==> src/rtl/core/dtr_ram.sv <==
// Generic simple dual-port RAM with registered read.
module dtr_ram #(
  parameter int WIDTH = 8,
  parameter int DEPTH = 64
) (
  input  logic                     clk,
  input  logic                     we,
  input  logic [$clog2(DEPTH)-1:0] waddr,
  input  logic [WIDTH-1:0]         wdata,
  input  logic                     re,
  input  logic [$clog2(DEPTH)-1:0] raddr,
  output logic [WIDTH-1:0]         rdata
);
  logic [WIDTH-1:0] mem [DEPTH];

  always_ff @(posedge clk) begin
    if (we) begin
      mem[waddr] <= wdata;
    end
    if (re) begin
      rdata <= mem[raddr];
    end
  end
endmodule

==> config.mk <==
export PLATFORM = sky130hd
export DESIGN_NAME = dtr_ram
export DESIGN_NICKNAME = d
export VERILOG_FILES = /design/src/rtl/core/dtr_ram.sv
export SDC_FILE = /design/constraint.sdc
export NUM_CORES = 1
export LEC_CHECK = 0
export ABC_CLOCK_PERIOD_IN_PS = 5400
export BUFFER_PORTS_ARGS = -buffer_cell sky130_fd_sc_hd__buf_2
export CORE_ASPECT_RATIO = 0.5
export CORE_MARGIN = 1.5
export CORE_UTILIZATION = 53
export DETAILED_ROUTE_END_ITERATION = 7
export GPL_TIMING_DRIVEN = 0
export PLACE_DENSITY = 0.75
export SYNTH_ARGS = -nofsm -noshare
export SYNTH_HDL_FRONTEND = slang
export SYNTH_SLANG_ARGS = --single-unit
==> constraint.sdc <==
create_clock -name clk -period 5.4 [get_ports clk]
set_input_delay 0.81 -clock clk [delete_from_list [all_inputs] [get_ports clk]]
set_output_delay 0.81 -clock clk [all_outputs]
set_load 0.02 [all_outputs]
==> metrics.csv <==
metric,value,unit
predominant post-synthesis flop cell,edfxtp_1,
Critical Path Source Type,input port,
global-route wire length before repair,66900,µm
worst setup margin,2220,ps
post-DP HPWL,29100,µm
Area contributors post-synth,"edfxtp_1 77%, mux4_2 14%, nor2_1 1.5%",
Die ar.,39500,µm²
RSZ-0062 raised after global routing,false,
GRT overflow,0,
std cell rows,50,
vias per cell,6.49,
Final Cycle Share,0.588,
Final TNS setup,0,ps
CP Capture Type,flop,
Place WS,1750,ps
status,finished clean,
R2R Setup Slk,3130,ps
CP max-delay cell,clkbuf_1,
register area share after synthesis,0.771,
CORE AREA,37500,µm²
Crit Path Category,input port to flop,
total number of vias,9920,
1st-iter DRT viols,1323,
drt first pass iters,8,
"IR drop worst, VDD",0.159,mV
pins over their slew limit,0,
share of layout cells above drive strength 1,0.243,
DRC,0,
fin crit period,3180,ps
vias in the first global route,10116,
Comb power frac,0.056,
leakage power,6.88,nW
fmax,315,MHz
synthesized cell area,20200,µm²
"EDFF count, synth",520,
CTS sink count,520,
setup violators final,0,
crit path DAT,3460,ps
clock skew,14.8,ps
PortBufs,22,
die width,279,µm
Crit path required time,5680,ps
die height,141,µm
post-CTS resize count,0,
largest area contributor in the netlist,edfxtp_1,
Post-Syn Nets,963,
"most common cell after layout, fill and taps aside",edfxtp_1,
Clock Power Share,0.381,
wire per inst,30.5,µm
Initial Util,0.539,
Switch Pwr,1.67,mW
largest net degree at the start of global routing,65,
crit path buf inv count,4,
final hold vios,0,
Avg Synthesized Cell Area,21.5,µm²
CP Max Fanout,10,
setup bufs post-CTS,0,
Worst-Margin Slew,1290,ps
gr usage total,0.243,
Critical Path Most Common Cell,buf_2,
P&R area growth vs syn,10.2,%
Max-cap violations,0,
GPL Wtd Cong,0.994,
crit-path leading delay family,buffers and inverters,
TritonCTS clock tree,done,
initial antenna violation count,0,
worst min path class,input port to flop,
"Distinct cells, synth",39,
Synth top area share,0.771,
Antenna Cells,0,
post-synthesis async set-or-reset flop share,0,
Seq cells post-synth,520,
critical-path cell list,buf_2 > buf_4 > clkbuf_1 > buf_2 > o221ai_1 > o21a_1 > o41ai_1,
clk slew on worst S/H paths,70,ps
CTS Hold Bufs,0,
Routed Antenna Nets,0,
"commonest cells after routing, fill and taps aside","520 x edfxtp_1, 126 x mux4_2, 83 x nor2_1",
Slew headroom,0.138,
IO Pins,31,
PwrDens,357,nW/µm²
Placed Area,21000,µm²
Skew-Pair Late Insertion Delay,570,ps
power share of the sequential group,0.563,
cells after synthesis,940,
YS warnings,0,
cell-internal power,6.29,mW
CTS Buf Count,44,
H-Tree Depth,2,
Switching Fraction,0.210,
final instance area,22300,µm²
clk buf depth,3,
Crit path largest cell delay,670,ps
# nets final,1032,
routed wire length,46600,µm
CTS Root Cell,clkbuf_16,
-- sequential cells by signal (all words and copies together), names as in the netlist --
signal and flops:
mem 512, rdata 8
-- kinds of logic (layout without fill, tap and decap cells) --
kind of cell           count (synthesis)  in the layout  share of synthesized area
and+or+nand+nor                      153            153                     0.0337
DFF                                  520            520                      0.771
muxes                                162            162                      0.159
buffers and inverters                 51            146                     0.0156
AOI/OAI and AO/OA                     54             54                     0.0206
-- cell usage after synthesis, types with 4 or more instances --
cell / instances
edfxtp_1: 520
buf_4: 13
nor3_1: 7
mux4_2: 126
mux2i_1: 23
nor2b_1: 14
o22ai_1: 8
a221oi_1: 6
mux2_2: 13
o221ai_1: 8
buf_2: 11
nor2_1: 83
buf_6: 4
buf_1: 4
clkbuf_1: 17
nand2b_1: 7
a211oi_1: 4
nand2_1: 19
nand3_1: 13
-- layer usage --
layer	share of wire	routed length [µm]	up-vias	GRT usage
li1	-	-	4056	-
met4	0.033	1560	0	0.0896
met3	0.11	5350	105	0.0776
met1	0.38	17700	5182	0.321
met5	0	0	-	0.0159
met2	0.47	22000	577	0.382
-- power groups by stage --
stage	Clock, mW	Sequential [mW]	Combinational (mW)
floorplan	0	4.58	0.238
global placement	0	4.57	0.423
detailed placement	0	4.57	0.436
CTS	3.05	4.48	0.439
global route	3.19	4.48	0.462
finish	3.04	4.48	0.445
-- final cells by class --
class / count / area [µm²]
tap: 494 / 618
fill: 2576 / 15200
timing repair buffer: 23 / 115
buffer: 51 / 317
clock inverter: 18 / 164
sequential: 520 / 15600
clock buffer: 54 / 1160
multi-input combinational: 369 / 4320
-- worst paths after layout --
kind	start	cells after the start	end
max	raddr[2]	7	rdata[3]
min	re	1	rdata[7]
max reg2reg	mem[21][6]	5	rdata[6]
min reg2reg	mem[5][7]	4	rdata[7]
-- stage by stage --
stage	hold WS, ps	power (mW)	utilization	cells
floorplan	797	4.81	-	940
global placement	1010	4.99	0.559	1456
detailed placement	981	5.01	0.559	1456
CTS	588	7.97	0.594	1528
global route	594	8.14	0.594	1529
finish	591	7.96	0.594	1529
Note: power is estimated with default switching activity, not from simulation.
