### config.mk
export PLATFORM = sky130hd
export DESIGN_NAME = dtr_clear
export DESIGN_NICKNAME = d
export VERILOG_FILES = /design/src/rtl/core/dtr_clear.sv
export SDC_FILE = /design/constraint.sdc
export NUM_CORES = 1
export LEC_CHECK = 0
export ABC_AREA = 1
export BUFFER_PORTS_ARGS = -buffer_cell sky130_fd_sc_hd__buf_2
export CAP_MARGIN = 20
export CORE_MARGIN = 2
export CORE_UTILIZATION = 44
export DETAILED_ROUTE_END_ITERATION = 12
export GPL_TIMING_DRIVEN = 0
export PLACE_DENSITY = 0.76
export SLEW_MARGIN = 25
export SYNTH_ARGS = -nofsm -noshare
export SYNTH_HDL_FRONTEND = slang
export SYNTH_SLANG_ARGS = --single-unit
### constraint.sdc
create_clock -name clk -period 1.4 [get_ports clk]
set_input_delay 0.14 -clock clk [delete_from_list [all_inputs] [get_ports clk]]
set_output_delay 0.14 -clock clk [all_outputs]
set_load 0.01 [all_outputs]
### src/rtl/core/dtr_clear.sv
// Post-reset sweep that clears every entry of the table memories.
module dtr_clear #(
  parameter int DEPTH = 2048
) (
  input  logic                     clk,
  input  logic                     rst,
  output logic                     busy,
  output logic [$clog2(DEPTH)-1:0] addr
);
  localparam int AW = $clog2(DEPTH);

  always_ff @(posedge clk) begin
    if (rst) begin
      busy <= 1'b1;
      addr <= '0;
    end else if (busy) begin
      if (addr == AW'(DEPTH - 1)) begin
        busy <= 1'b0;
      end
      addr <= addr + 1'b1;
    end
  end
endmodule
==> summary.md, run 1 <==
| Metric | Value |
|---|---|
| Status | `completed` |
| Vias in the first global route | `439` |
| Adder and majority cell fraction of the synthesized area | `0.0219` |
| Vias per std cell | `4.87` |
| First-pass GRT wire length | `between 1500 and 2000 um` |
| Tcrit/Tclk final | `0.858` |
| Synthesized flop and latch total | `12` |
| Wirelength per Cell | `10.2 um` |
| H-Tree Level Count | `1` |
| WS Path Type | `flop to flop` |
| Synth Area in Compound Gates | `0.0525` |
| Antenna violations before repair | `0` |
| Area Overhead vs Synth | `18.4%` |
| Nets@finish | `about 100` |
| Initial core utilization | `0.495` |
| Count of different cell masters after synthesis | `17` |
| Max cap viols | `0` |
| Syn. warnings | `0` |
| Required time of the critical path | `around 1600 ps` |
| Worst setup EP type | `flop` |
| GRT Util Overall | `0.180` |
| Root Driver | `clkbuf_4` |
| Crit-path max FO | `4` |
| Mapped Cells | `80` |
| Syn nets | `83` |
| Grt ovf | `0` |
| Setup violators final | `0` |
| CP Cell Sequence | `ha_1 > nand2_2 > nor3_2 > nand2_1 > nand2_1 > nor2_1` |
| CTS Buf Count | `3` |
| CTS clk-pin slew, worst paths | `70 ps` |
| Post-route cell area | `between 600 and 700 um2` |
| DR iter-0 viols | `10` |
| Crit-path slowest cell | `dfxtp_1` |
| Count of final hold-check violations | `0` |
| Final Max Tran Viols | `0` |
| DRT Pass-1 Iters | `4` |
| CTS resizes | `0` |
| CTS tree | `yes` |
| Peak VDD IR | `466 uV` |
| Clock skew | `approximately 5.7 ps` |
| Post-DP Area | `654 um2` |
| Max stage delay on crit path | `400 ps` |
| Unrepaired setup endpoints after global routing | `false` |
| RD Place Congestion | `slightly below 0.8` |
| Max-slew headroom | `0.810` |
| CTS sink count | `12` |
| Post-CTS setup buffers | `0` |
| CTS max path bufs | `2` |
| Ports | `14` |
| Mapped Area | `~570 um2` |
| Worst Tran Pin Value | `285 ps` |
| Commonest non-fill, non-tap cell in the layout | `nand2_1` |
| Hold Path Class | `input pin to flop` |
| Fraction of layout cells with a size suffix above 1 | `0.281` |
| DRC viols | `0` |
| Detailed Place HPWL | `just over 800 um` |
| Core footprint | `1160 um2` |
| Insertion delay to the later sink of the worst-skew pair | `270 ps` |
| Vias post-DR | `approximately 540` |
| IO Port Bufs | `13` |
| Seq/Total Area, Yosys | `0.420` |
| Simple-gate area share of the yosys netlist | `0.409` |
| Most frequent cells in the layout | `15 x nand2_1, 13 x nor2_1, 13 x buf_2` |
| Largest family of logic cells by synthesized area | `simple AND/OR/NAND/NOR gates` |
| Top delay family on crit path | `simple AND/OR/NAND/NOR gates` |
| Crit path DAT | `about 1400 ps` |
| PwrDens | `between 900 and 1000 nW/um2` |
| Bufs and invs on worst path | `0` |
| Fin crit period | `about 1200 ps` |
| Mux contribution to synthesized area | `0` |
| Die Wd | `about 40 um` |
| Routed WL | `1120 um` |
| Mapped Avg Cell Area | `between 7 and 8 um2` |
| Area of the die | `about 1600 um2` |
| Post-DRT Antenna Nets | `0` |
| Largest net degree at the start of global routing | `10` |
| Cell mode on critical path | `nand2_1` |
| # rows | `12` |
| Sum Neg Setup Slack | `0 ps` |
| Hold-fix buffers, CTS | `0` |
| Crit start category | `flop` |
| Fmax | `0.832 GHz` |
| Pleak | `~0.32 nW` |
| Die Y | `roughly 40 um` |
| Post-Synth XOR/XNOR Area | `0.0306` |
| Number of diodes | `0` |
[layer usage]
| layer | up-vias | GRT usage | routed length [um] |
|---|---|---|---|
| met5 | - | 0 | 0 |
| met4 | 0 | 0.129 | 32 |
| met3 | 5 | 0.0500 | 46 |
| met2 | 10 | 0.246 | 449 |
| met1 | 229 | 0.239 | 594 |
| li1 | 292 | - | - |
[where the power goes]
group          switching (mW)  total, mW  internal [mW]
clock                   0.112      0.212         0.0997
combinational          0.0258     0.0420         0.0162
sequential            0.00773      0.356          0.348
[per-stage QoR]
step | setup WS (ps) | utilization | hold slack (ps) | instances | power (mW)
2_1_floorplan | 261 | - | 212 | 80 | 0.391
4_1_cts | 180 | 0.585 | 74.6 | 110 | 0.616
6_report | 199 | 0.585 | 85.6 | 110 | 0.610
3_5_place_dp | 191 | 0.566 | 376 | 107 | 0.406
3_3_place_gp | 232 | 0.566 | 357 | 107 | 0.405
5_1_grt | 36.4 | 0.585 | 103 | 110 | 0.637
[path summary, 6_finish.rpt]
kind | startpoint | end | cells after the start | slack, ps
hold / removal | rst | addr[3] | 2 | 90
setup / recovery | addr[0] | addr[6] | 6 | 200
hold reg to reg | addr[9] | addr[9] | 2 | 530
setup reg to reg | addr[0] | addr[6] | 6 | 200
[kinds of logic after synthesis]
logic type,Yosys count
xor+xnor,2
flops,12
compound gates,6
buf+inv,10
simple gates,49
fa+ha+maj,1
[state kept, by name, summed over array words and instances (netlist names)]
register  flops
addr         11
busy          1
[cells in the mapped netlist, drive strengths merged]
master  count  area, um2
a21oi       4       20.0
clkinv      1       3.75
dfxtp      12        240
ha          1       12.5
inv         9       33.8
nand2      17       68.8
nand3       7       35.0
nand4       3       18.8
nor2       19       91.3
nor3        3       20.0
o21ai       2       10.0
xnor2       2       17.5
[area by class of cell]
class	instances	area, um2
fillers	116	479
multi-input cells	58	294
flip-flops and latches	12	240
repair buffers	13	65.1
inverters	10	37.5
clock buffers	3	22.5
well taps	14	17.5
Power figures use the tool's default switching activity.
==> run 2, diff against run 1 <==
Settings changed: GPL_TIMING_DRIVEN 0 to default.
==> run 2 against run 1 <==
Against the previous run:
- hold slack worse by 19 ps
- non-clock buffer count unchanged
- largest power group unchanged
- via count up 1.1%
==> summary.md, run 2 (synthesis gave the netlist of run 1 again) <==
| Metric | Value |
|---|---|
| CP Cell Sequence | `ha_1 > nand2_2 > nor3_2 > nand2_1 > nand2_1 > nor2_1 (unchanged)` |
| Hold depth | `2 (unchanged)` |
| Cell mode on critical path | `nand2_1 (unchanged)` |
| Worst setup EP type | `flop (unchanged)` |
| Hold Path Class | `input pin to flop (unchanged)` |
| Fmax | `0.841 GHz (was 0.832 GHz)` |
| Initial core utilization | `0.495 (unchanged)` |
| Number of flip-flops in the largest register | `11 (unchanged)` |
| Detailed Place HPWL | `829 um (was 826 um)` |
| GRT Util Overall | `0.189 (was 0.180)` |
| DR iter-0 viols | `4 (was 10)` |
| Wirelength per Cell | `10.1 um (was 10.2 um)` |
| Vias in the first global route | `451 (was 439)` |
| Post-CTS setup buffers | `0 (unchanged)` |
| Required time of the critical path | `1570 ps (about the same)` |
| Crit path DAT | `1360 ps (was 1370 ps)` |
| Clock skew | `7.56 ps (was 5.69 ps)` |
| Part of the power in registers | `0.528 (was 0.584)` |
| Filler instances | `110 (was 116)` |
| Setup violators final | `0 (unchanged)` |
| Area Overhead vs Synth | `20.8% (was 18.4%)` |
| IO Port Bufs | `13 (unchanged)` |
| Int Pwr | `0.523 mW (was 0.464 mW)` |
| CTS clk-pin slew, worst paths | `80 ps (was 70 ps)` |
| Fraction of layout cells with a size suffix above 1 | `0.289 (was 0.281)` |
| CTS max path bufs | `2 (unchanged)` |
| CTS sink count | `12 (unchanged)` |
| Ports | `14 (unchanged)` |
| Nets@finish | `101 (unchanged)` |
| Die Y | `40.1 um (unchanged)` |
| First-pass GRT wire length | `1930 um (was 1860 um)` |
| Sum Neg Setup Slack | `0 ps (unchanged)` |
| Tcrit/Tclk final | `0.850 (was 0.858)` |
| DRC viols | `0 (unchanged)` |
| Fin crit period | `1190 ps (was 1200 ps)` |
| Number of diodes | `0 (unchanged)` |
| Commonest non-fill, non-tap cell in the layout | `nand2_1 (unchanged)` |
| Reg2Reg Depth | `6 (unchanged)` |
| Pleak | `0.323 nW (was 0.315 nW)` |
| Sw Share | `0.224 (was 0.238)` |
| Grt ovf | `0 (unchanged)` |
| Post-DRT Antenna Nets | `0 (unchanged)` |
| Insertion delay to the later sink of the worst-skew pair | `280 ps (was 270 ps)` |
| Worst Tran Pin Value | `280 ps (was 285 ps)` |
| Final Max Tran Viols | `0 (unchanged)` |
| Count of final hold-check violations | `0 (unchanged)` |
| Crit-path slowest cell | `dfxtp_1 (unchanged)` |
| Reg area | `240 um2 (unchanged)` |
| # rows | `12 (unchanged)` |
| Finished Layout Cells | `111 (was 110)` |
| Root Driver | `clkbuf_4 (unchanged)` |
| Core footprint | `1160 um2 (unchanged)` |
| Power share of the combinational group | `0.061 (was 0.069)` |
| Max stage delay on crit path | `400 ps (about the same)` |
| Status | `completed (unchanged)` |
| Crit start category | `flop (unchanged)` |
| H-Tree Level Count | `1 (unchanged)` |
| WS Path Type | `flop to flop (unchanged)` |
| Crit-path max FO | `4 (unchanged)` |
| Most frequent cells in the layout | `15 x nand2_1, 13 x nor2_1, 13 x buf_2 (unchanged)` |
| PwrDens | `975 nW/um2 (was 900 nW/um2)` |
| CTS resizes | `0 (unchanged)` |
| Vias per std cell | `4.88 (was 4.87)` |
| Top reg by flops | `addr (unchanged)` |
| Final total power | `0.673 mW (was 0.610 mW)` |
| CTS Buf Count | `3 (unchanged)` |
| Peak VDD IR | `593 uV (was 466 uV)` |
| Largest net degree at the start of global routing | `10 (unchanged)` |
| Clk pwr share | `0.411 (was 0.347)` |
| NetSw | `0.151 mW (was 0.145 mW)` |
| Vias post-DR | `542 (was 536)` |
| Hold-fix buffers, CTS | `0 (unchanged)` |
| Max-slew headroom | `0.813 (was 0.810)` |
| Unrepaired setup endpoints after global routing | `false (unchanged)` |
| RD Place Congestion | `0.802 (was 0.769)` |
| Antenna violations before repair | `0 (unchanged)` |
| DRT Pass-1 Iters | `4 (unchanged)` |
| Routed WL | `1120 um (about the same)` |
| Placed cell count | `107 (unchanged)` |
| CTS tree | `yes (unchanged)` |
| Biggest regs | `addr x11, busy x1 (unchanged)` |
| Multi-input gate area | `294 um2 (unchanged)` |
| Area of the die | `1600 um2 (unchanged)` |
| Die Wd | `40.1 um (unchanged)` |
| Max cap viols | `0 (unchanged)` |
==> run 2: cell count changes in the layout (fill, tap and decap cells not counted) <==
cell / delta
clkbuf_8: +1
==> run 2: layer usage <==
layer	routed length, um	up-vias	global-route usage
met5	0	-	0
met4	0	0	0.0517
met3	64	0	0.100
met2	495	12	0.270
met1	564	235	0.245
li1	-	295	-
==> run 2: power by group through the flow <==
stage | sequential (mW) | clock, mW | combinational [mW]
floorplan | 0.366 | 0 | 0.0243
global placement | 0.363 | 0 | 0.0417
detailed placement | 0.364 | 0 | 0.0420
CTS | 0.356 | 0.288 | 0.0418
global route | 0.357 | 0.307 | 0.0475
finish | 0.356 | 0.277 | 0.0412
==> run 2: layout make-up <==
type                    instances  area share
clock buffers                   4      0.0525
repair buffers                 13      0.0942
multi-input cells              58       0.426
well taps                      14      0.0254
flip-flops and latches         12       0.348
inverters                      10      0.0543
==> run 2: worst max-delay path, delay by kind of cell (launching register included) <==
family | cells | cell delay (ps)
AND/OR/NAND/NOR | 5 | 430
adder cells (fa/ha/maj) | 1 | 260
flip-flops | 1 | 400
==> run 2: path summary, 6_finish.rpt <==
path / endpoint / slack [ps] / from
worst max-delay path: addr[6] / 210 / addr[0]
worst min-delay path: addr[0] / 70 / rst
worst max register to register: addr[6] / 210 / addr[0]
worst min register to register: addr[9] / 540 / addr[9]
==> run 2: metrics by stage <==
step | utilization | hold slack, ps | cell area, um2 | worst slack [ps]
after detailed placement | 0.566 | 359 | 654 | 252
after CTS | 0.597 | 57.3 | 691 | 224
after global placement | 0.566 | 355 | 654 | 282
final | 0.597 | 66.9 | 691 | 211
after global routing | 0.597 | 53.2 | 691 | 83.2
after floorplan | - | 212 | 572 | 261
==> run 3, diff against run 2 <==
Settings changed: PLACE_DENSITY 0.76 to 0.78.
Clock period 1.4 ns to 1 ns, I/O delays scaled along.
==> run 3 against run 2 <==
Against the previous run:
- die area unchanged
- non-clock buffer count increased by 5
- the flow now finishes with violations (setup timing)
- critical endpoint is now addr[4]
- utilization increased by 13 points
- sequential power up 40%
==> summary.md, run 3 (synthesis gave the netlist of run 1 again) <==
| Metric | Value |
|---|---|
| WS Path Type | `flop to flop (unchanged)` |
| Crit-path max FO | `4 (unchanged)` |
| Detailed Place HPWL | `918 um (was 829 um)` |
| Setup violators final | `6 (was 0)` |
| Clock skew | `5.00 ps (was 7.56 ps)` |
| Ports | `14 (unchanged)` |
| IO Port Bufs | `13 (unchanged)` |
| CTS tree | `yes (unchanged)` |
| Final Max Tran Viols | `0 (unchanged)` |
| # rows | `12 (unchanged)` |
| Post-route cell area | `837 um2 (was 691 um2)` |
| DRT Pass-1 Iters | `4 (unchanged)` |
| Setup WS post-layout | `-40.4 ps (was 211 ps)` |
| Fin crit period | `1040 ps (was 1190 ps)` |
| Unrepaired setup endpoints after global routing | `true (was false)` |
| Biggest regs | `addr x11, busy x1 (unchanged)` |
| Vias in the first global route | `503 (was 451)` |
| CTS max path bufs | `2 (unchanged)` |
| Post-DP Area | `709 um2 (was 654 um2)` |
| Count of final hold-check violations | `0 (unchanged)` |
| Core footprint | `1160 um2 (unchanged)` |
| Pleak | `0.390 nW (was 0.323 nW)` |
| GRT Util Overall | `0.207 (was 0.189)` |
| Top reg by flops | `addr (unchanged)` |
| Area Overhead vs Synth | `46.4% (was 20.8%)` |
| CTS clk-pin slew, worst paths | `70 ps (was 80 ps)` |
| PwrDens | `1150 nW/um2 (was 975 nW/um2)` |
| CTS sink count | `12 (unchanged)` |
| Area of the die | `1600 um2 (unchanged)` |
| Number of flip-flops in the largest register | `11 (unchanged)` |
| Top delay family on crit path | `flip-flops (was simple AND/OR/NAND/NOR gates)` |
| Worst Tran Pin Value | `248 ps (was 280 ps)` |
| Max-slew headroom | `0.834 (was 0.813)` |
| DR iter-0 viols | `10 (was 4)` |
| Die Y | `40.1 um (unchanged)` |
| Max cap viols | `0 (unchanged)` |
| Wirelength per Cell | `12.4 um (was 10.1 um)` |
| Crit-path slowest cell | `dfxtp_4 (was dfxtp_1)` |
| Required time of the critical path | `1190 ps (was 1570 ps)` |
| CP Cell Sequence | `ha_4 > nand2_4 > nor2_4 > a21oi_2 > nor3_2 (was ha_1 > nand2_2 > nor3_2 > nand2_1 > nand2_1 > nor2_1)` |
| Nets@finish | `106 (was 101)` |
| Status | `finished with violations (was completed)` |
| Post-DRT Antenna Nets | `0 (unchanged)` |
| Crit path DAT | `1230 ps (was 1360 ps)` |
| First-pass GRT wire length | `2100 um (was 1930 um)` |
| Sum Neg Setup Slack | `-105 ps (was 0 ps)` |
| Hold-fix buffers, CTS | `0 (unchanged)` |
| Hold Path Class | `input pin to flop (unchanged)` |
| RD Place Congestion | `0.819 (was 0.802)` |
| CTS Buf Count | `3 (unchanged)` |
| Die Wd | `40.1 um (unchanged)` |
| Vias post-DR | `593 (was 542)` |
| Routed WL | `1440 um (was 1120 um)` |
| Root Driver | `clkbuf_4 (unchanged)` |
| Bufs and invs on worst path | `0 (unchanged)` |
| Crit start category | `flop (unchanged)` |
| Fraction of layout cells with a size suffix above 1 | `0.490 (was 0.289)` |
| Largest net degree at the start of global routing | `10 (unchanged)` |
| Max stage delay on crit path | `380 ps (was 400 ps)` |
| Initial core utilization | `0.495 (unchanged)` |
| DRC viols | `0 (unchanged)` |
| Antenna violations before repair | `0 (unchanged)` |
| Tcrit/Tclk final | `1.04 (was 0.850)` |
| Worst setup EP type | `flop (unchanged)` |
| Fmax | `0.961 GHz (was 0.841 GHz)` |
| Peak VDD IR | `1080 uV (was 593 uV)` |
| Violations in the final reports | `setup timing` |
| Grt ovf | `0 (unchanged)` |
| Most frequent cells in the layout | `13 x nand2_1, 11 x nor2_1, 10 x buf_2 (was 15 x nand2_1, 13 x nor2_1, 13 x buf_2)` |
| Vias per std cell | `5.11 (was 4.88)` |
| Insertion delay to the later sink of the worst-skew pair | `270 ps (was 280 ps)` |
| Commonest non-fill, non-tap cell in the layout | `nand2_1 (unchanged)` |
| H-Tree Level Count | `1 (unchanged)` |
| Number of diodes | `0 (unchanged)` |
==> run 3: changes by cell type in the layout (fill, tap and decap cells not counted), sizes merged <==
cell and delta:
buf +5
==> run 3: worst reg2reg max path, delay by kind of cell (launching register included) <==
kind,cells,cell delay (ps)
flip-flops,1,380
AND/OR/NAND/NOR,3,360
adder cells (fa/ha/maj),1,160
AO/OA/AOI/OAI,1,70
==> run 3: cell type report <==
| class | instances | area, um2 |
|---|---|---|
| multi-input combinational | 58 | 362 |
| fill | 81 | 319 |
| sequential | 12 | 259 |
| timing repair buffer | 18 | 125 |
| inverter | 10 | 37.5 |
| clock buffer | 4 | 36.3 |
| tap | 14 | 17.5 |
==> run 3: stage by stage <==
step | utilization | setup WS, ps | power (mW) | hold WS, ps | instances
6_report | 0.724 | -40.4 | 0.962 | 40.3 | 116
5_1_grt | 0.724 | -79.6 | 1.01 | 30.3 | 116
4_1_cts | 0.658 | -3.38 | 0.963 | 15.4 | 116
3_5_place_dp | 0.614 | -25.2 | 0.582 | 308 | 112
3_3_place_gp | 0.614 | -10.5 | 0.578 | 307 | 112
2_1_floorplan | - | 0.0727 | 0.555 | 165 | 80
==> run 3: repair_timing <==
action                                  CTS  global route
setup buffers                             0             0
pin swaps                                 0             3
endpoints found under the hold margin     0             0
gates resized for setup                   6            19
endpoints found under the setup margin    7            14
cloned                                    0             0
==> run 3: routing by layer <==
metal  up-vias  GRT usage  part of all wire
met2        20      0.335              0.47
met4         0      0.129             0.026
met5         -          0                 0
li1        306          -                 -
met1       261      0.220              0.44
met3         6     0.0889             0.065
==> run 3: path summary, 6_finish.rpt <==
kind | from | end | slack, ps | cells after the start
setup / recovery | addr[0] | addr[4] | -40 | 5
hold / removal | rst | addr[0] | 40 | 2
setup reg to reg | addr[0] | addr[4] | -40 | 5
hold reg to reg | busy | busy | 520 | 2
==> run 3: power breakdown <==
part | switching (mW) | total (mW) | internal, mW
Sequential | 0.0149 | 0.500 | 0.485
Clock | 0.167 | 0.389 | 0.221
Combinational | 0.0425 | 0.0730 | 0.0305
Total | 0.225 | 0.962 | 0.737
